## config.mk

```make
export PLATFORM = sky130hd
export DESIGN_NAME = psg_tone_noise_generator_unit
export DESIGN_NICKNAME = d
export VERILOG_FILES = /design/src/rtl/psg_pkg.sv /design/src/rtl/psg_tone.sv /design/src/rtl/psg_noise.sv /design/src/rtl/psg_tone_noise_generator_unit.sv
export SDC_FILE = /design/constraint.sdc
export NUM_CORES = 1
export LEC_CHECK = 0
export BUFFER_PORTS_ARGS = -buffer_cell sky130_fd_sc_hd__buf_2
export CORE_ASPECT_RATIO = 0.7
export CORE_MARGIN = 8
export CORE_UTILIZATION = 55
export DETAILED_ROUTE_END_ITERATION = 6
export PLACE_DENSITY = 0.8
export SLEW_MARGIN = 20
export SYNTH_ARGS = -nofsm -noshare
export SYNTH_HDL_FRONTEND = slang
export SYNTH_SLANG_ARGS = --single-unit
export TNS_END_PERCENT = 30
```

## constraint.sdc

```tcl
create_clock -name clk -period 5.2 [get_ports clk]
set_input_delay 1.04 -clock clk [delete_from_list [all_inputs] [get_ports clk]]
set_output_delay 1.04 -clock clk [all_outputs]
set_load 0.01 [all_outputs]
```

## src/rtl/psg_pkg.sv

```systemverilog
package psg_pkg;

    localparam int unsigned PERIOD_W = 10;
    localparam int unsigned ATTEN_W  = 4;
    localparam int unsigned LEVEL_W  = 15;
    localparam int unsigned SUM_W    = 17;
    localparam int unsigned LFSR_W   = 16;
    localparam int unsigned SEL_W    = 3;

    localparam logic [LFSR_W-1:0] LFSR_SEED = 16'h8000;
    localparam logic [ATTEN_W-1:0] ATTEN_SILENT = 4'hf;

    // Item kinds carried on tuser
    localparam logic OP_WRITE = 1'b0;
    localparam logic OP_TICK  = 1'b1;

    // Register selects
    localparam logic [SEL_W-1:0] SEL_TONE0_PERIOD = 3'd0;
    localparam logic [SEL_W-1:0] SEL_TONE0_ATTEN  = 3'd1;
    localparam logic [SEL_W-1:0] SEL_TONE1_PERIOD = 3'd2;
    localparam logic [SEL_W-1:0] SEL_TONE1_ATTEN  = 3'd3;
    localparam logic [SEL_W-1:0] SEL_TONE2_PERIOD = 3'd4;
    localparam logic [SEL_W-1:0] SEL_TONE2_ATTEN  = 3'd5;
    localparam logic [SEL_W-1:0] SEL_NOISE_CTRL   = 3'd6;
    localparam logic [SEL_W-1:0] SEL_NOISE_ATTEN  = 3'd7;

    // Noise rate codes (control bits 1..0)
    localparam logic [1:0] RATE_16   = 2'd0;
    localparam logic [1:0] RATE_32   = 2'd1;
    localparam logic [1:0] RATE_64   = 2'd2;
    localparam logic [1:0] RATE_TONE = 2'd3;

    localparam logic [PERIOD_W-1:0] RELOAD_16 = 10'h010;
    localparam logic [PERIOD_W-1:0] RELOAD_32 = 10'h020;
    localparam logic [PERIOD_W-1:0] RELOAD_64 = 10'h040;

    typedef struct packed {
        logic tick;
        logic period_lo_we;
        logic period_hi_we;
        logic atten_we;
    } tone_ctl_t;

    typedef struct packed {
        logic tick;
        logic ctrl_we;
        logic atten_we;
    } noise_ctl_t;

    function automatic logic [LEVEL_W-1:0] atten_level(input logic [ATTEN_W-1:0] att);
        logic [LEVEL_W-1:0] lvl;
        unique case (att)
            4'd0:    lvl = 15'd32767;
            4'd1:    lvl = 15'd26028;
            4'd2:    lvl = 15'd20675;
            4'd3:    lvl = 15'd16422;
            4'd4:    lvl = 15'd13045;
            4'd5:    lvl = 15'd10362;
            4'd6:    lvl = 15'd8231;
            4'd7:    lvl = 15'd6568;
            4'd8:    lvl = 15'd5193;
            4'd9:    lvl = 15'd4125;
            4'd10:   lvl = 15'd3277;
            4'd11:   lvl = 15'd2603;
            4'd12:   lvl = 15'd2067;
            4'd13:   lvl = 15'd1642;
            4'd14:   lvl = 15'd1304;
            default: lvl = 15'd0;
        endcase
        return lvl;
    endfunction

endpackage

```

## src/rtl/psg_tone.sv

```systemverilog
module psg_tone
    import psg_pkg::*;
(
    input  logic                clk,
    input  logic                rst_n,
    input  tone_ctl_t           ctl,
    input  logic [7:0]          data,
    output logic [PERIOD_W-1:0] period,
    output logic [LEVEL_W-1:0]  level_next
);

    logic [PERIOD_W-1:0] period_reg;
    logic [ATTEN_W-1:0]  atten_reg;
    logic [PERIOD_W-1:0] count_reg, count_next;
    logic                phase_reg, phase_next;
    logic [LEVEL_W-1:0]  level_reg;
    logic [PERIOD_W-1:0] count_dec;

    assign count_dec = count_reg - PERIOD_W'(1);

    always_comb
    begin
        count_next = count_reg;
        phase_next = phase_reg;
        level_next = level_reg;
        if (ctl.tick)
        begin
            if (count_reg != '0)
            begin
                count_next = count_dec;
                if (count_dec == '0)
                begin
                    count_next = period_reg;
                    phase_next = ~phase_reg;
                end
                level_next = phase_next ? atten_level(atten_reg) : '0;
            end
            else
            begin
                // zero counter: load only
                count_next = period_reg;
            end
        end
    end

    always_ff @(posedge clk or negedge rst_n)
    begin
        if (!rst_n)
        begin
            period_reg <= '0;
            atten_reg  <= ATTEN_SILENT;
            count_reg  <= '0;
            phase_reg  <= 1'b0;
            level_reg  <= '0;
        end
        else
        begin
            if (ctl.period_lo_we)
                period_reg <= {period_reg[PERIOD_W-1:4], data[3:0]};
            else if (ctl.period_hi_we)
                period_reg <= {data[5:0], period_reg[3:0]};
            if (ctl.atten_we)
                atten_reg <= data[3:0];
            count_reg <= count_next;
            phase_reg <= phase_next;
            level_reg <= level_next;
        end
    end

    assign period = period_reg;

endmodule

```

## src/rtl/psg_noise.sv

```systemverilog
module psg_noise
    import psg_pkg::*;
(
    input  logic                clk,
    input  logic                rst_n,
    input  noise_ctl_t          ctl,
    input  logic [7:0]          data,
    input  logic [PERIOD_W-1:0] tone2_period,
    output logic [LEVEL_W-1:0]  level_next
);

    logic [ATTEN_W-1:0]  ctrl_reg;
    logic [ATTEN_W-1:0]  atten_reg;
    logic [PERIOD_W-1:0] reload_reg, reload_sel;
    logic [PERIOD_W-1:0] count_reg, count_next;
    logic                phase_reg, phase_next;
    logic [LFSR_W-1:0]   lfsr_reg, lfsr_next;
    logic [LEVEL_W-1:0]  level_reg;
    logic [PERIOD_W-1:0] count_dec;
    logic                feedback;

    assign count_dec = count_reg - PERIOD_W'(1);
    assign feedback  = ctrl_reg[2] ? (lfsr_reg[0] ^ lfsr_reg[3]) : lfsr_reg[0];

    always_comb
    begin
        unique case (data[1:0])
            RATE_16:   reload_sel = RELOAD_16;
            RATE_32:   reload_sel = RELOAD_32;
            RATE_64:   reload_sel = RELOAD_64;
            RATE_TONE: reload_sel = tone2_period;
            default:   reload_sel = tone2_period;
        endcase
    end

    always_comb
    begin
        count_next = count_reg;
        phase_next = phase_reg;
        lfsr_next  = lfsr_reg;
        level_next = level_reg;
        if (ctl.tick)
        begin
            if (count_reg != '0)
            begin
                count_next = count_dec;
                if (count_dec == '0)
                begin
                    count_next = reload_reg;
                    phase_next = ~phase_reg;
                    // shift on the rising phase only
                    if (phase_next)
                    begin
                        level_next = lfsr_reg[0] ? atten_level(atten_reg) : '0;
                        lfsr_next  = {feedback, lfsr_reg[LFSR_W-1:1]};
                    end
                end
            end
            else
            begin
                count_next = reload_reg;
            end
        end
        else if (ctl.ctrl_we)
        begin
            lfsr_next = LFSR_SEED;
        end
    end

    always_ff @(posedge clk or negedge rst_n)
    begin
        if (!rst_n)
        begin
            ctrl_reg   <= '0;
            atten_reg  <= ATTEN_SILENT;
            reload_reg <= '0;
            count_reg  <= '0;
            phase_reg  <= 1'b0;
            lfsr_reg   <= LFSR_SEED;
            level_reg  <= '0;
        end
        else
        begin
            if (ctl.ctrl_we)
            begin
                ctrl_reg   <= data[3:0];
                reload_reg <= reload_sel;
            end
            if (ctl.atten_we)
                atten_reg <= data[3:0];
            count_reg <= count_next;
            phase_reg <= phase_next;
            lfsr_reg  <= lfsr_next;
            level_reg <= level_next;
        end
    end

endmodule

```

## src/rtl/psg_tone_noise_generator_unit.sv

```systemverilog
// Three square-wave tone channels and one noise channel. Each input item is
// either a register write byte (tuser = 0, byte on tdata) or one generator
// tick (tuser = 1). A tick returns one result item with the four channel
// levels and their sum; a write returns nothing. One item is taken every
// clock cycle while the stream is not held back: an item is first held in
// the input register, then updates the channel state, and a tick's result
// lands in the output register. The output register is the only thing that
// can hold the stream back, and only while a tick result waits.
module psg_tone_noise_generator_unit
    import psg_pkg::*;
(
    input  logic        clk,
    input  logic        rst_n,
    input  logic        s_tvalid,
    output logic        s_tready,
    input  logic [7:0]  s_tdata,   // data[7:0]
    input  logic        s_tuser,   // op
    output logic        m_tvalid,
    input  logic        m_tready,
    // tone_a_level[14:0], tone_b_level[29:15], tone_c_level[44:30],
    // noise_level[59:45], mix_sum[76:60], zero[79:77]
    output logic [79:0] m_tdata
);

    logic        in_valid_reg;
    logic        in_op_reg;
    logic [7:0]  in_data_reg;
    logic        m_tvalid_reg;
    logic [79:0] m_tdata_reg;
    logic        advance;
    logic        is_tick;
    logic        is_write;
    logic        latch;
    logic [SEL_W-1:0] sel_reg, sel_eff;

    tone_ctl_t           tone_ctl [3];
    noise_ctl_t          noise_ctl;
    logic [PERIOD_W-1:0] tone_period [3];
    logic [LEVEL_W-1:0]  tone_level_next [3];
    logic [LEVEL_W-1:0]  noise_level_next;
    logic [SUM_W-1:0]    mix_sum;

    // advance the held item unless it is a tick blocked by an unread result
    assign advance  = in_valid_reg && ((in_op_reg == OP_WRITE) || !m_tvalid_reg || m_tready);
    assign s_tready = !in_valid_reg || advance;
    assign is_tick  = advance && (in_op_reg == OP_TICK);
    assign is_write = advance && (in_op_reg == OP_WRITE);
    assign latch    = in_data_reg[7];
    assign sel_eff  = latch ? in_data_reg[6:4] : sel_reg;

    for (genvar i = 0; i < 3; i++)
    begin : g_tone
        always_comb
        begin
            tone_ctl[i].tick         = is_tick;
            tone_ctl[i].period_lo_we = is_write && !sel_eff[0]
                                       && (sel_eff[2:1] == 2'(i)) && latch;
            tone_ctl[i].period_hi_we = is_write && !sel_eff[0]
                                       && (sel_eff[2:1] == 2'(i)) && !latch;
            tone_ctl[i].atten_we     = is_write && sel_eff[0]
                                       && (sel_eff[2:1] == 2'(i));
        end

        psg_tone u_tone (
            .clk        (clk),
            .rst_n      (rst_n),
            .ctl        (tone_ctl[i]),
            .data       (in_data_reg),
            .period     (tone_period[i]),
            .level_next (tone_level_next[i])
        );
    end

    always_comb
    begin
        noise_ctl.tick     = is_tick;
        noise_ctl.ctrl_we  = is_write && (sel_eff == SEL_NOISE_CTRL);
        noise_ctl.atten_we = is_write && (sel_eff == SEL_NOISE_ATTEN);
    end

    psg_noise u_noise (
        .clk          (clk),
        .rst_n        (rst_n),
        .ctl          (noise_ctl),
        .data         (in_data_reg),
        .tone2_period (tone_period[2]),
        .level_next   (noise_level_next)
    );

    assign mix_sum = SUM_W'(tone_level_next[0]) + SUM_W'(tone_level_next[1])
                   + SUM_W'(tone_level_next[2]) + SUM_W'(noise_level_next);

    always_ff @(posedge clk or negedge rst_n)
    begin
        if (!rst_n)
        begin
            in_valid_reg <= 1'b0;
            m_tvalid_reg <= 1'b0;
            sel_reg      <= '0;
        end
        else
        begin
            if (s_tready)
                in_valid_reg <= s_tvalid;
            if (is_write && latch)
                sel_reg <= in_data_reg[6:4];
            if (is_tick)
                m_tvalid_reg <= 1'b1;
            else if (m_tready)
                m_tvalid_reg <= 1'b0;
        end
    end

    always_ff @(posedge clk)
    begin
        if (s_tready && s_tvalid)
        begin
            in_op_reg   <= s_tuser;
            in_data_reg <= s_tdata;
        end
        if (is_tick)
            m_tdata_reg <= {3'b000, mix_sum, noise_level_next, tone_level_next[2],
                            tone_level_next[1], tone_level_next[0]};
    end

    assign m_tvalid = m_tvalid_reg;
    assign m_tdata  = m_tdata_reg;

endmodule

```

After elaboration in Yosys (flattened, before gate mapping)
Memory sizes are Yosys's and may differ from the RTL's.
Cells that the tools add are included.
Word-level totals
  bits in registers: 270
  bits in read-only memories: 960
  output and inout bits: 82
  word-level logic and storage cells: 153
  memories: 4
Operators by class
  add/subtract/negate cells: 7
  equal/unequal tests: 10
  mux-type cells: 44
  bitwise operators: 9
  reduce and logical (&&, ||, !) cells: 48
Memory list
  (name not given): depth 16, width 15, read ports 1, clocked after memory_dff 0, write ports 0, line psg_pkg.sv:52  | unique case (att)
  (name not given): depth 16, width 15, read ports 1, clocked after memory_dff 0, write ports 0, line psg_pkg.sv:52
  (name not given): depth 16, width 15, read ports 1, clocked after memory_dff 0, write ports 0, line psg_pkg.sv:52
  (name not given): depth 16, width 15, read ports 1, clocked after memory_dff 0, write ports 0, line psg_pkg.sv:52
Operators with widths (count)
  $mux 15: 14
  $mux 10: 8
  $mux 16: 5
  $logic_not 10->1: 4
  $pmux 10 s4: 1
  $reduce_bool 10->1: 4
  $sub 10x1->10 const B: 4
  $logic_and 1x1->1: 21
  $add 16x15->17: 1
  $add 17x15->17: 1
  $add 15x15->16: 1
  $mux 1: 12
  $mux 4: 3
  $reduce_and 2->1: 6
  $not 1->1: 8
  $eq 2x2->1 const B: 3
  $eq 3x3->1 const B: 2
  $eq 2x1->1 const B: 2
  $logic_not 1->1: 4
  $logic_not 2->1: 2
  $ne 2x1->1 const B: 2
  $reduce_and 4->1: 1
  $reduce_bool 2->1: 2
  $logic_or 1x1->1: 3
  other kinds (4): 4

Logic depth before layout (Yosys ltp)
Gate-level depths: netlist (run 1).
  word-level depth: 12
  mapped depth: 23

By module
From an unflattened synthesis (run 1), not the netlist that was laid out.
Unflattened totals
  cell total of the unflattened synthesis: 1540
  area, all modules: 15512.4 sq um
By module, submodules not included
  psg_tone_noise_generator_unit: instances 1, cells an instance 344, area each 4574.4 sq um, sequential area each 2707.6 sq um
  psg_noise: instances 1, cells an instance 349, area each 3156.8 sq um, sequential area each 1432.6 sq um
  psg_tone (g_tone[2].u_tone): instances 1, cells an instance 320, area each 2832.7 sq um, sequential area each 1006.0 sq um
  psg_tone (g_tone[0].u_tone): instances 1, cells an instance 289, area each 2677.6 sq um, sequential area each 1006.0 sq um
  psg_tone (g_tone[1].u_tone): instances 1, cells an instance 238, area each 2270.9 sq um, sequential area each 1006.0 sq um

Worst setup path before layout (run 1)
Ideal clock, no wire load.
  path kind: input to register
  from: input m_tready
  to: register m_tdata_reg[75], in the netlist m_tdata[75], data pin
  data arrival time: 5.251 ns
  data required time: 4.942 ns
  setup slack: -0.309 ns
  cell stages on the path: 20
  path buffers: 2
  cell sequence: nand2b_1 nand3_1 inv_2 nand2_1 or4_1 buf_2 buf_2 nand2_1 o21ai_1 fa_1 inv_1 fa_1 inv_1 ha_1 nor2b_1 o31ai_1 a21oi_1 a221o_1 a31oi_1 xnor2_1
On the way
  elaborated cells between the ends (all ways): 10
  those cells by class: 3 x add/sub; 4 x mux; 3 x reduce/logical
RTL lines
  from (decl): line psg_tone_noise_generator_unit.sv:19  | input logic m_tready,
  $logic_or 1x1->1: line psg_tone_noise_generator_unit.sv:44  | assign advance = in_valid_reg && ((in_op_reg == OP_WRITE) || !m_tvalid_reg || m_tready);
  $logic_and 1x1->1: line psg_tone_noise_generator_unit.sv:44
  $logic_and 1x1->1: line psg_tone_noise_generator_unit.sv:46  | assign is_tick = advance && (in_op_reg == OP_TICK);
  $mux 15: line psg_noise.sv:42  | if (ctl.tick)
  via noise_level_next[3]: line psg_tone_noise_generator_unit.sv:40  | logic [LEVEL_W-1:0] noise_level_next;
  $add 17x15->17: line psg_tone_noise_generator_unit.sv:91  | + SUM_W'(tone_level_next[2]) + SUM_W'(noise_level_next);
  via mix_sum[15]: line psg_tone_noise_generator_unit.sv:41  | logic [SUM_W-1:0] mix_sum;
  to (signal assigned): line psg_tone_noise_generator_unit.sv:122  | m_tdata_reg <= {3'b000, mix_sum, noise_level_next, tone_level_next[2],
  to (decl): line psg_tone_noise_generator_unit.sv:29  | logic [79:0] m_tdata_reg;
The timed path passes the listed nets, and every way through them passes these cells.
A chain may end at the register's enable or synchronous reset.

Worst setup path after layout (run 1)
  from: register g_tone[1].u_tone.count_reg[0]
  to: register m_tdata_reg[75], in the netlist m_tdata[75], data pin
On the way
  cells in the longest elaborated chain, start to end: 11
  elaborated cells between the ends (all ways): 12
  those cells by class: 4 x add/sub; 6 x mux; 2 x reduce/logical
Ends and longest elaborated chain
  from (decl): line psg_tone.sv:14  | logic [PERIOD_W-1:0] count_reg, count_next;
  from (signal assigned): line psg_tone.sv:64  | count_reg <= count_next;
  $sub 10x1->10: line psg_tone.sv:19  | assign count_dec = count_reg - PERIOD_W'(1);
  $logic_not 10->1: line psg_tone.sv:31  | if (count_dec == '0)
  $mux 1: line psg_tone.sv:31
  $mux 1: line psg_tone.sv:28  | if (count_reg != '0)
  $mux 1: line psg_tone.sv:26  | if (ctl.tick)
  $mux 15: line psg_tone.sv:36  | level_next = phase_next ? atten_level(atten_reg) : '0;
  $mux 15 (*): line psg_tone.sv:28
  $mux 15 (*): line psg_tone.sv:26
  via g_tone[1].u_tone.level_next[2]: line psg_tone.sv:9  | output logic [LEVEL_W-1:0] level_next
  $add 15x15->16 (*): line psg_tone_noise_generator_unit.sv:90  | assign mix_sum = SUM_W'(tone_level_next[0]) + SUM_W'(tone_level_next[1])
  $add 16x15->17 (*): line psg_tone_noise_generator_unit.sv:91
  $add 17x15->17 (*): line psg_tone_noise_generator_unit.sv:91
  via mix_sum[15]: line psg_tone_noise_generator_unit.sv:41
The timed path passes the listed nets; every way through them passes the cells marked *. The select of a mux whose other input is x is not followed.

==> results of run 1 <==
## cell type report
type | instances | share of cell area, %
Multi-Input combinational cell | 961 | 39.5
Timing Repair Buffer | 235 | 9.34
Clock inverter | 17 | 1.47
Tap cell | 331 | 2.38
Inverter | 91 | 1.98
Sequential cell | 268 | 41.2
Clock buffer | 32 | 4.17
## cells by family after synthesis
| family | after synthesis | share of synthesized area [%] |
|---|---|---|
| AND/OR/NAND/NOR | 465 | 15.5 |
| flip-flops | 268 | 49.9 |
| XOR/XNOR | 20 | 1.40 |
| other | 1 | 0.0261 |
| multiplexers | 52 | 3.99 |
| adder cells (fa/ha/maj) | 82 | 8.72 |
| AO/OA/AOI/OAI | 339 | 15.9 |
| buffers and inverters | 163 | 4.57 |
## stage by stage
| stage | utilization, % | worst slack (ns) |
|---|---|---|
| 2_1_floorplan | - | 0.00313 |
| 3_3_place_gp | 62.6 | -0.0683 |
| 3_5_place_dp | 62.6 | -0.235 |
| 4_1_cts | 67.0 | -0.0742 |
| 5_1_grt | 67.7 | -0.302 |
| 6_report | 67.7 | -0.158 |
## report_power, final
group / total [uW] / switching, uW / internal (uW)
Sequential: 3220 / 514 / 2710
Clock: 2160 / 862 / 1300
Combinational: 3170 / 1800 / 1370
## Yosys cell counts (12+ instances only)
cell type	number
o21ai_0	103
o21a_1	13
a21oi_1	63
nor3_1	26
o31ai_1	19
clkbuf_1	48
a22oi_1	14
dfrtp_1	165
or3_1	13
nand2b_1	16
nor2_1	89
nand3_1	40
a22o_1	12
ha_1	52
mux2i_1	19
mux2_2	32
inv_1	90
nand2_1	208
dfstp_2	17
edfxtp_1	86
fa_1	30
## worst max-delay path by stage
| stage | cells after the start | slack, ns | endpoint | startpoint |
|---|---|---|---|---|
| after global placement | 21 | -0.07 | m_tdata[75] | g_tone[0].u_tone.count_reg[1] |
| after global routing | 20 | -0.30 | m_tdata[75] | g_tone[1].u_tone.count_reg[0] |
| after floorplan | 19 | 0.003 | m_tdata[75] | g_tone[0].u_tone.count_reg[5] |
| after detailed placement | 20 | -0.23 | m_tdata[75] | g_tone[0].u_tone.count_reg[1] |
| final | 20 | -0.16 | m_tdata[75] | g_tone[1].u_tone.count_reg[0] |
| after CTS | 21 | -0.07 | m_tdata[75] | g_tone[1].u_tone.count_reg[0] |
## placed cells by master (no fill, tap or decap), types with 10 or more instances in the layout
| master | n |
|---|---|
| a2bb2oi_1 | 11 |
| dfstp_2 | 17 |
| ha_1 | 44 |
| o211ai_1 | 10 |
| buf_4 | 136 |
| nand2b_1 | 15 |
| o21ai_0 | 101 |
| a21o_1 | 11 |
| buf_2 | 90 |
| a22o_1 | 12 |
| dfrtp_1 | 165 |
| edfxtp_1 | 86 |
| a22oi_1 | 14 |
| clkbuf_16 | 27 |
| mux2_2 | 32 |
| inv_1 | 83 |
| or3_1 | 11 |
| nor2_1 | 88 |
| o21a_1 | 13 |
| nand2_1 | 204 |
| nor3_1 | 25 |
| o31ai_1 | 15 |
| xnor2_1 | 10 |
| nor3b_1 | 11 |
| mux2i_1 | 19 |
| a21oi_1 | 58 |
| fa_1 | 29 |
| nand3_1 | 39 |
## per-layer routing
metal  up-vias  GRT usage, %  part of all wire [%]
met1      5700          35.1                    44
met5         -             0                 0.070
met3        70          5.31                   9.6
met2       568          36.3                    44
met4         4          4.95                   1.9
li1       5303             -                     -
## critical path, delay by kind of cell, from the launching register on
kind,cells,cell delay (ns)
AO/OA/AOI/OAI,7,1.52
adder cells (fa/ha/maj),4,1.63
AND/OR/NAND/NOR,3,0.84
XOR/XNOR,2,0.26
buffers and inverters,4,0.48
flip-flops,1,0.39
## repair_timing
item | 4_1_cts | 5_1_grt
endpoints found under the setup margin | 9 | 10
endpoints found under the hold margin | 0 | 0
hold buffers | 0 | 0
setup buffers | 5 | 5
gates cloned | 1 | 0
gates resized for setup | 12 | 35
pin swaps | 10 | 28
==> impl_results.md, run 1 <==
* DRT Pass-1 Iters at 6
* Standard-cell rows at 49
* Tot Pwr at 8550 uW
* Diodes inserted at 0
* Largest net degree at the start of global routing at 101
* Total gr overflow at 0
* Final instance area at 17400 sq um
* Setup violations, final at 6
* Top cell by count, worst path: fa_1
* RSZ-0062 raised after global routing: true
* Worst slew pin tran at 0.951 ns
* Starting Density at 55.9%
* Seq/Total Area, Yosys at 49.9%
* CP Data Arrival Time at 5.66 ns
* DP Area at 16100 sq um
* Crit-path slowest cell: fa_1
* Worst vdd ir at 0.310 mV
* DR vias at 11.6k
* Routability cong. at 0.944
* Crit-path max FO at 7
* Final hold slack at 0.473 ns
* Vias in the first global route at 11.1k
* Flops & latches, synth at 268
* FILL cells at 1818
* Number of H-tree levels at 1
* CP cell instances: inv_2 -> ha_2 -> or4b_4 -> buf_6 -> o311ai_1 -> o211ai_1 -> nand2_4 -> xor2_4 -> buf_12 -> o31ai_2 -> fa_1 -> inv_1 -> fa_1 -> fa_2 -> nor2b_4 -> o31ai_4 -> a21oi_2 -> a221o_1 -> a31oi_2 -> xnor2_1
* Non-Filler Instances at 1935
* Die Y at 151 um
* Syn Inst Count at 1390
* R2r setup slk at -0.16 ns
* Max incr delay on CP at 0.52 ns
* Lkg Pwr at 0.00771 uW
* Placed Cells at 1876
* Max-cap violation count at 0
* Drt drc at 0
* TritonCTS Buffers at 27
* Worst-path clk slew at 0.07 ns
* Synth Warn # at 0
* Post-DP HPWL at 27300 um
* CTS tree: built
* Crit Path Category: reg2reg
* Reg2reg path depth at 20
* Io pins at 95
* Pwr dens at 492 nW/um^2
* Global-route usage over all layers at 23.9%
* Fmax at 187 MHz
* Setup TNS at -0.555 ns
* Max reg flops at 77
* EDFF count, synth at 86
* Async SR Flop Fraction at 67.9%
* Rel. slew slack at 36.6%
* Clk_lat worst skew at 0.56 ns
* Failing checks: setup timing
* Reg2reg end: m_tdata[75]
* Clock root cell: clkbuf_16
* 1st-iter DRT viols at 1218
* Synth cell types at 85
* Core ar. at 25700 sq um
* DR vias/cell at 6.02
* Reg area at 7160 sq um
* Die ar. at 31600 sq um
* Buffers on Ports at 91
* Area of the multi-input gates at 6860 sq um
* Hold Vio Cnt, Final at 0
* Die Wd at 209 um
* Routed WL at 38700 um
* Max Buffers Root-to-Sink at 3
* Fin nets at 1679
* Max-slew violations at 0
* Share of the synthesized area in the top cell type at 28.8%
* Hold crit path type: reg2reg
* Hold path endpoint: u_noise.lfsr_reg[12]
* Mean post-synth cell area at 10.3 sq um
* Kind of end point of the critical path: flip-flop
* Startpoint types: flip-flop
* Mapped cell area at 14400 sq um
* Tmin final at 5.36 ns
* Final ANT Viol Nets at 0
* Synth area leader: dfrtp_1
* Area contributors post-synth: dfrtp_1 29%, edfxtp_1 18%, nand2_1 5.4%
* Layout area overhead at 21.1%
* R2r startpoint: g_tone[1].u_tone.count_reg[0]
* Worst Slack Setup Final at -0.158 ns
* Most used DFF post-synth: dfrtp_1
* HP Start: u_noise.lfsr_reg[13]
* Status: complete, but fails checks
* Cells on Worst Hold Path at 2
* Wire length per cell at 20.0 um
* Initial antenna violation count at 2
* Worst endpoint required time at 5.51 ns
* Clock Skew at 0.0169 ns
* First-pass GRT wire length at 60600 um
* Period utilization at 103%
* Layout cell share with drive strength beyond 1 at 25.4%
* CTS sink cnt at 268
Power figures use the tool's default switching activity.
==> inputs of run 2 (changes only) <==
Settings changed: BUFFER_PORTS_ARGS -buffer_cell sky130_fd_sc_hd__buf_2 to not set, DONT_BUFFER_PORTS set to 1, PLACE_DENSITY 0.8 to 0.77.
==> run 2 against run 1 <==
  * Routed wire length shrank 2.0%
  * Utilization shrank 1.7 points
  * Sequential share of layout area grew 1.1 points
  * Sequential cell count is the same
  * Critical path type unchanged
  * Setup slack gained 0.016 ns
  * The flow still finishes with violations (setup timing)
  * Clock skew shrank 0.0012 ns
  * Clock-buffer cell count grew 8
  * Sequential power grew 2%
  * Critical endpoint unchanged
  * Worst hold slack lost 0.28 ns
  * Total power shrank 2.7%
==> impl_results.md, run 2 (synthesis results as in run 1) <==
* Max-slew violations at 0 (unchanged)
* Reg2reg path depth at 19 (was 20)
* Worst endpoint required time at 5.49 ns (was 5.51 ns)
* Clock share of power at 23.1% (was 25.2%)
* Startpoint types: flip-flop (unchanged)
* Number of H-tree levels at 1 (unchanged)
* Kind of end point of the critical path: flip-flop (unchanged)
* Post-DP HPWL at 26000 um (was 27300 um)
* RSZ-0062 raised after global routing: true (unchanged)
* CTS sink cnt at 268 (unchanged)
* Die Wd at 209 um (unchanged)
* Lkg Pwr at 0.00734 uW (was 0.00771 uW)
* DRT Pass-1 Iters at 6 (unchanged)
* Hold crit path type: in2async (was reg2reg)
* Layout cell share with drive strength beyond 1 at 21.9% (was 25.4%)
* Max reg flops at 77 (unchanged)
* First-pass GRT wire length at 58000 um (was 60600 um)
* Hold Vio Cnt, Final at 0 (unchanged)
* R2r startpoint: g_tone[0].u_tone.count_reg[5] (was g_tone[1].u_tone.count_reg[0])
* Clk_lat worst skew at 0.55 ns (was 0.56 ns)
* R2r setup slk at -0.14 ns (was -0.16 ns)
* Largest net degree at the start of global routing at 183 (was 101)
* Setup TNS at -0.142 ns (was -0.555 ns)
* Standard-cell rows at 49 (unchanged)
* Sw frac at 37.5% (was 37.2%)
* Worst-path clk slew at 0.07 ns (about the same)
* Routed WL at 38000 um (was 38700 um)
* Routability cong. at 0.915 (was 0.944)
* Core ar. at 25700 sq um (unchanged)
* Pwr dens at 492 nW/um^2 (about the same)
* Wire length per cell at 20.5 um (was 20.0 um)
* Status: complete, but fails checks (unchanged)
* Die Y at 151 um (unchanged)
* Diodes inserted at 0 (unchanged)
* TritonCTS Buffers at 26 (was 27)
* Total gr overflow at 0 (unchanged)
* Worst slew pin tran at 0.991 ns (was 0.951 ns)
* Initial antenna violation count at 1 (was 2)
* Switch Pwr at 3120 uW (was 3180 uW)
* Starting Density at 55.9% (unchanged)
* Tmin final at 5.34 ns (was 5.36 ns)
* Met1 Resource Use GR at 34.3% (was 35.1%)
* Most Used Layer, Global Route: met1 (was met2)
* Crit-path max FO at 7 (unchanged)
* Fmax at 187 MHz (about the same)
* Layout area overhead at 18.0% (was 21.1%)
* Period utilization at 103% (about the same)
* Flop pwr share at 39.5% (was 37.7%)
* Worst Slack Setup Final at -0.142 ns (was -0.158 ns)
* Clock Skew at 0.0157 ns (was 0.0169 ns)
* 1st-iter DRT viols at 1281 (was 1218)
* Final ANT Viol Nets at 0 (unchanged)
* CP Data Arrival Time at 5.63 ns (was 5.66 ns)
* CTS tree: built (unchanged)
* Vias in the first global route at 10.6k (was 11.1k)
* Final hold slack at 0.194 ns (was 0.473 ns)
* Global-route usage over all layers at 23.0% (was 23.9%)
* Fin nets at 1594 (was 1679)
* P_int at 5200 uW (was 5370 uW)
* Io pins at 95 (unchanged)
* Combinational power share at 37.4% (was 37.1%)
* Rel. slew slack at 33.0% (was 36.6%)
* Worst vdd ir at 0.359 mV (was 0.310 mV)
* Commonest non-fill, non-tap cell in the layout: nand2_1 (unchanged)
* Die ar. at 31600 sq um (unchanged)
* Setup violations, final at 1 (was 6)
* Met2 GRT Util at 33.8% (was 36.3%)
* Final instance area at 16900 sq um (was 17400 sq um)
* Buffers on Ports at 0 (was 91)
* Crit Path Category: reg2reg (unchanged)
* Failing checks: setup timing (unchanged)
* Drt drc at 0 (unchanged)
* DR vias at 11.3k (was 11.6k)
* Max-cap violation count at 0 (unchanged)
* Routing usage on met3 at 5.91% (was 5.31%)
* Clock root cell: clkbuf_16 (unchanged)
* Max Buffers Root-to-Sink at 3 (unchanged)
* DP Area at 15600 sq um (was 16100 sq um)
* Reg2reg end: m_tdata[75] (unchanged)
* DR vias/cell at 6.12 (was 6.02)
* Commonest non-fill, non-tap cells in the layout: 203 x nand2_1, 165 x dfrtp_1, 141 x buf_4 (was 204 x nand2_1, 165 x dfrtp_1, 136 x buf_4)
run 2: timing repair:
action	in CTS	in global routing
hold buffers	0	0
pin swaps	12	27
cloned	2	0
resized for setup	16	45
buffers inserted	9	7
endpoints found under the setup margin	10	10
run 2: per-layer routing:
metal  vias to the layer above  routed length [um]
li1                       5143                   -
met1                      5607               17000
met2                       509               16600
met3                        66                3550
met4                         0                 779
met5                         -                   0
run 2: cell type report:
cell class	count	area (sq um)
clock buffers	40	797
clock inverters	8	76.3
fillers	1906	8750
inverters	91	344
multi-input cells	962	6960
flip-flops and latches	268	7160
well taps	331	414
repair buffers	150	1190
run 2: worst max-delay path by stage:
stage	to	depth (start not counted)	from	slack (ns)
global route	m_tdata[75]	22	g_tone[0].u_tone.count_reg[1]	-0.31
floorplan	m_tdata[75]	19	g_tone[0].u_tone.count_reg[5]	0.003
finish	m_tdata[75]	19	g_tone[0].u_tone.count_reg[5]	-0.14
detailed placement	m_tdata[75]	20	g_tone[1].u_tone.count_reg[0]	-0.40
global placement	m_tdata[75]	20	g_tone[1].u_tone.count_reg[1]	-0.16
CTS	m_tdata[75]	19	u_noise.count_reg[0]	-0.05
run 2: stage by stage:
step                      total power (uW)  setup slack (ns)  instances  util, %
final                                 8330            -0.142       1850     65.9
after global routing                  8810            -0.309       1850     65.9
after global placement                6020            -0.164       1787     60.9
after detailed placement              6140            -0.402       1787     60.9
after CTS                             8160           -0.0533       1845     65.0
after floorplan                       5120           0.00313       1392        -
run 2: power by group through the flow:
stage	sequential (uW)	clock [uW]	combinational (uW)
floorplan	3030	0	2090
detailed placement	3300	0	2840
global route	3360	2030	3410
CTS	3270	1950	2930
global placement	3290	0	2740
finish	3290	1920	3110
run 2: critical path, cell delays in order (launching register included):
cell and delay, ns:
dfrtp_1 0.38, or4_1 0.58, buf_4 0.19, nor3_2 0.25, xnor2_2 0.18, nand3_4 0.13
xor2_4 0.37, o31ai_2 0.13, buf_4 0.18, fa_1 0.49, inv_1 0.06, fa_1 0.54
inv_1 0.06, ha_1 0.36, a21oi_2 0.17, o211ai_1 0.15, a21o_1 0.21, a221o_1 0.36
a31oi_2 0.20, xnor2_1 0.10
==> inputs of run 3 (changes only) <==
Settings changed: CELL_PAD_IN_SITES_DETAIL_PLACEMENT set to 1, CELL_PAD_IN_SITES_GLOBAL_PLACEMENT set to 1, CORE_UTILIZATION 55 to 46, PLACE_DENSITY 0.77 to 0.8.
==> run 3 against run 2 <==
  * The flow still finishes with violations (setup timing)
  * Routed wire length is 21% higher
  * Setup slack better by 0.029 ns
  * Non-clock buffer count is 21 higher
  * Largest cell class unchanged
==> impl_results.md, run 3 (synthesis results as in run 1) <==
* Worst vdd ir at 0.412 mV (was 0.359 mV)
* Area of the multi-input gates at 6920 sq um (was 6960 sq um)
* Non-Filler Instances at 1963 (was 1850)
* Die ar. at 37200 sq um (was 31600 sq um)
* Standard-cell rows at 54 (was 49)
* Starting Density at 46.4% (was 55.9%)
* Worst-path clk slew at 0.07 ns (about the same)
* Max-slew violations at 0 (unchanged)
* CP Data Arrival Time at 5.63 ns (about the same)
* Wire length per cell at 23.3 um (was 20.5 um)
* Crit-path max FO at 6 (was 7)
* Post-layout util at 55.7% (was 65.9%)
* Rel. slew slack at 35.7% (was 33.0%)
* FILL cells at 3364 (was 1906)
* TritonCTS Buffers at 27 (was 26)
* Die Wd at 227 um (was 209 um)
* Worst slew pin tran at 0.952 ns (was 0.991 ns)
* Fin nets at 1616 (was 1594)
* Commonest non-fill, non-tap cells in the layout: 204 x nand2_1, 164 x dfrtp_1, 163 x buf_4 (was 203 x nand2_1, 165 x dfrtp_1, 141 x buf_4)
* Period utilization at 102% (was 103%)
* 1st-iter DRT viols at 1195 (was 1281)
* Vias in the first global route at 12.3k (was 10.6k)
* Crit Path Category: reg2reg (unchanged)
* Failing checks: setup timing (unchanged)
* Tmin final at 5.31 ns (was 5.34 ns)
* Routability cong. at 0.880 (was 0.915)
* Tot Pwr at 8690 uW (was 8330 uW)
* Placed Cells at 1894 (was 1787)
* Clock Skew at 0.0180 ns (was 0.0157 ns)
* Reg2reg path depth at 21 (was 19)
* Layout area overhead at 20.1% (was 18.0%)
* Setup violations, final at 3 (was 1)
* Clk_lat worst skew at 0.57 ns (was 0.55 ns)
* Sw frac at 39.3% (was 37.5%)
* Clock root cell: clkbuf_16 (unchanged)
* DR vias at 11.6k (was 11.3k)
* Buffers on Ports at 0 (unchanged)
* First-pass GRT wire length at 70300 um (was 58000 um)
* DRT Pass-1 Iters at 5 (was 6)
* RSZ-0062 raised after global routing: true (unchanged)
* Final ANT Viol Nets at 0 (unchanged)
* Hold Vio Cnt, Final at 0 (unchanged)
* Kind of end point of the critical path: flip-flop (unchanged)
* Post-DP HPWL at 31300 um (was 26000 um)
* Drt drc at 0 (unchanged)
* Core ar. at 30900 sq um (was 25700 sq um)
* Switch Pwr at 3420 uW (was 3120 uW)
* Global-route usage over all layers at 24.2% (was 23.0%)
* P_int at 5280 uW (was 5200 uW)
* CTS sink cnt at 268 (unchanged)
* CTS tree: built (unchanged)
* Lkg Pwr at 0.00747 uW (was 0.00734 uW)
* Max Buffers Root-to-Sink at 3 (unchanged)
* Routed WL at 45800 um (was 38000 um)
* Max reg flops at 77 (unchanged)
* Combinational power share at 38.6% (was 37.4%)
* Number of H-tree levels at 1 (unchanged)
* Die Y at 164 um (was 151 um)
* Max-cap violation count at 0 (unchanged)
* Flop pwr share at 37.8% (was 39.5%)
* Status: complete, but fails checks (unchanged)
* Largest net degree at the start of global routing at 183 (unchanged)
* Worst endpoint required time at 5.52 ns (was 5.49 ns)
* Io pins at 95 (unchanged)
* Clock share of power at 23.5% (was 23.1%)
* Startpoint types: flip-flop (unchanged)
* Final hold slack at 0.169 ns (was 0.194 ns)
* Hold crit path type: in2async (unchanged)
* DR vias/cell at 5.91 (was 6.12)
* Total gr overflow at 0 (unchanged)
* Pwr dens at 504 nW/um^2 (was 492 nW/um^2)
* Commonest non-fill, non-tap cell in the layout: nand2_1 (unchanged)
* Layout cell share with drive strength beyond 1 at 23.2% (was 21.9%)
* Initial antenna violation count at 1 (unchanged)
* Reg area at 7160 sq um (about the same)
* Fmax at 188 MHz (was 187 MHz)
* Worst Slack Setup Final at -0.113 ns (was -0.142 ns)
-- run 3: worst paths after layout --
path                            slack (ns)                             to                     startpoint
min in group clk                      0.47  g_tone[0].u_tone.count_reg[7]     g_tone[0].u_tone.period[7]
worst min register to register        0.47  g_tone[0].u_tone.count_reg[7]     g_tone[0].u_tone.period[7]
worst min-delay path                  0.17  g_tone[1].u_tone.count_reg[1]                          rst_n
worst max-delay path                 -0.11                    m_tdata[75]  g_tone[0].u_tone.count_reg[1]
worst max register to register       -0.11                    m_tdata[75]  g_tone[0].u_tone.count_reg[1]
max in group asynchronous             4.65  g_tone[0].u_tone.atten_reg[2]                          rst_n
-- run 3: what timing repair did --
action,4_1_cts,5_1_grt
setup buffers,11,5
cloned,2,0
endpoints found under the setup margin,10,10
resized for setup,33,23
pin swaps,21,20
hold buffers,0,0
endpoints found under the hold margin,0,0
-- run 3: power groups by stage --
| stage | clock network, uW | registers, uW | logic [uW] |
|---|---|---|---|
| 2_1_floorplan | 0 | 3030 | 2090 |
| 3_3_place_gp | 0 | 3260 | 2810 |
| 3_5_place_dp | 0 | 3290 | 3000 |
| 4_1_cts | 2070 | 3270 | 3180 |
| 5_1_grt | 2150 | 3350 | 3640 |
| 6_report | 2050 | 3290 | 3360 |
-- run 3: through the flow --
stage / setup WS (ns) / setup TNS [ns] / area [sq um]
3_3_place_gp: -0.254 / -1.00 / 15900
5_1_grt: -0.212 / -1.13 / 17200
4_1_cts: -0.0308 / -0.0308 / 17100
2_1_floorplan: 0.00313 / 0 / 14500
3_5_place_dp: -0.524 / -3.63 / 15900
6_report: -0.113 / -0.166 / 17200
-- run 3: cell type report --
| type | instances | area share [%] |
|---|---|---|
| multi-input combinational | 962 | 40.1 |
| inverter | 91 | 2.00 |
| antenna | 1 | 0.0145 |
| tap | 420 | 3.05 |
| timing repair buffer | 171 | 7.97 |
| sequential | 268 | 41.5 |
| clock inverter | 19 | 1.13 |
| clock buffer | 31 | 4.18 |
-- run 3: worst max-delay path: stages, from the launching register on --
cell and delay, ns:
dfrtp_1 0.41, inv_2 0.09, ha_4 0.12, or3b_4 0.37, o21a_1 0.21, a2111oi_4 0.41, nand3_4 0.15, xor2_4 0.22
buf_12 0.18, buf_12 0.12, o31ai_4 0.27, fa_1 0.49, inv_2 0.07, fa_1 0.42, inv_2 0.09, ha_4 0.20
nor2b_4 0.13, o31ai_4 0.32, a21oi_2 0.14, a221o_1 0.36, a31oi_1 0.20, xnor2_1 0.09
-- run 3: metal layers --
metal	share of wire, %	vias up	track usage (%)
met5	0	-	0
met4	2.7	0	7.07
met3	6.7	94	4.51
met2	47	353	38.7
met1	44	5969	33.5
li1	-	5182	-
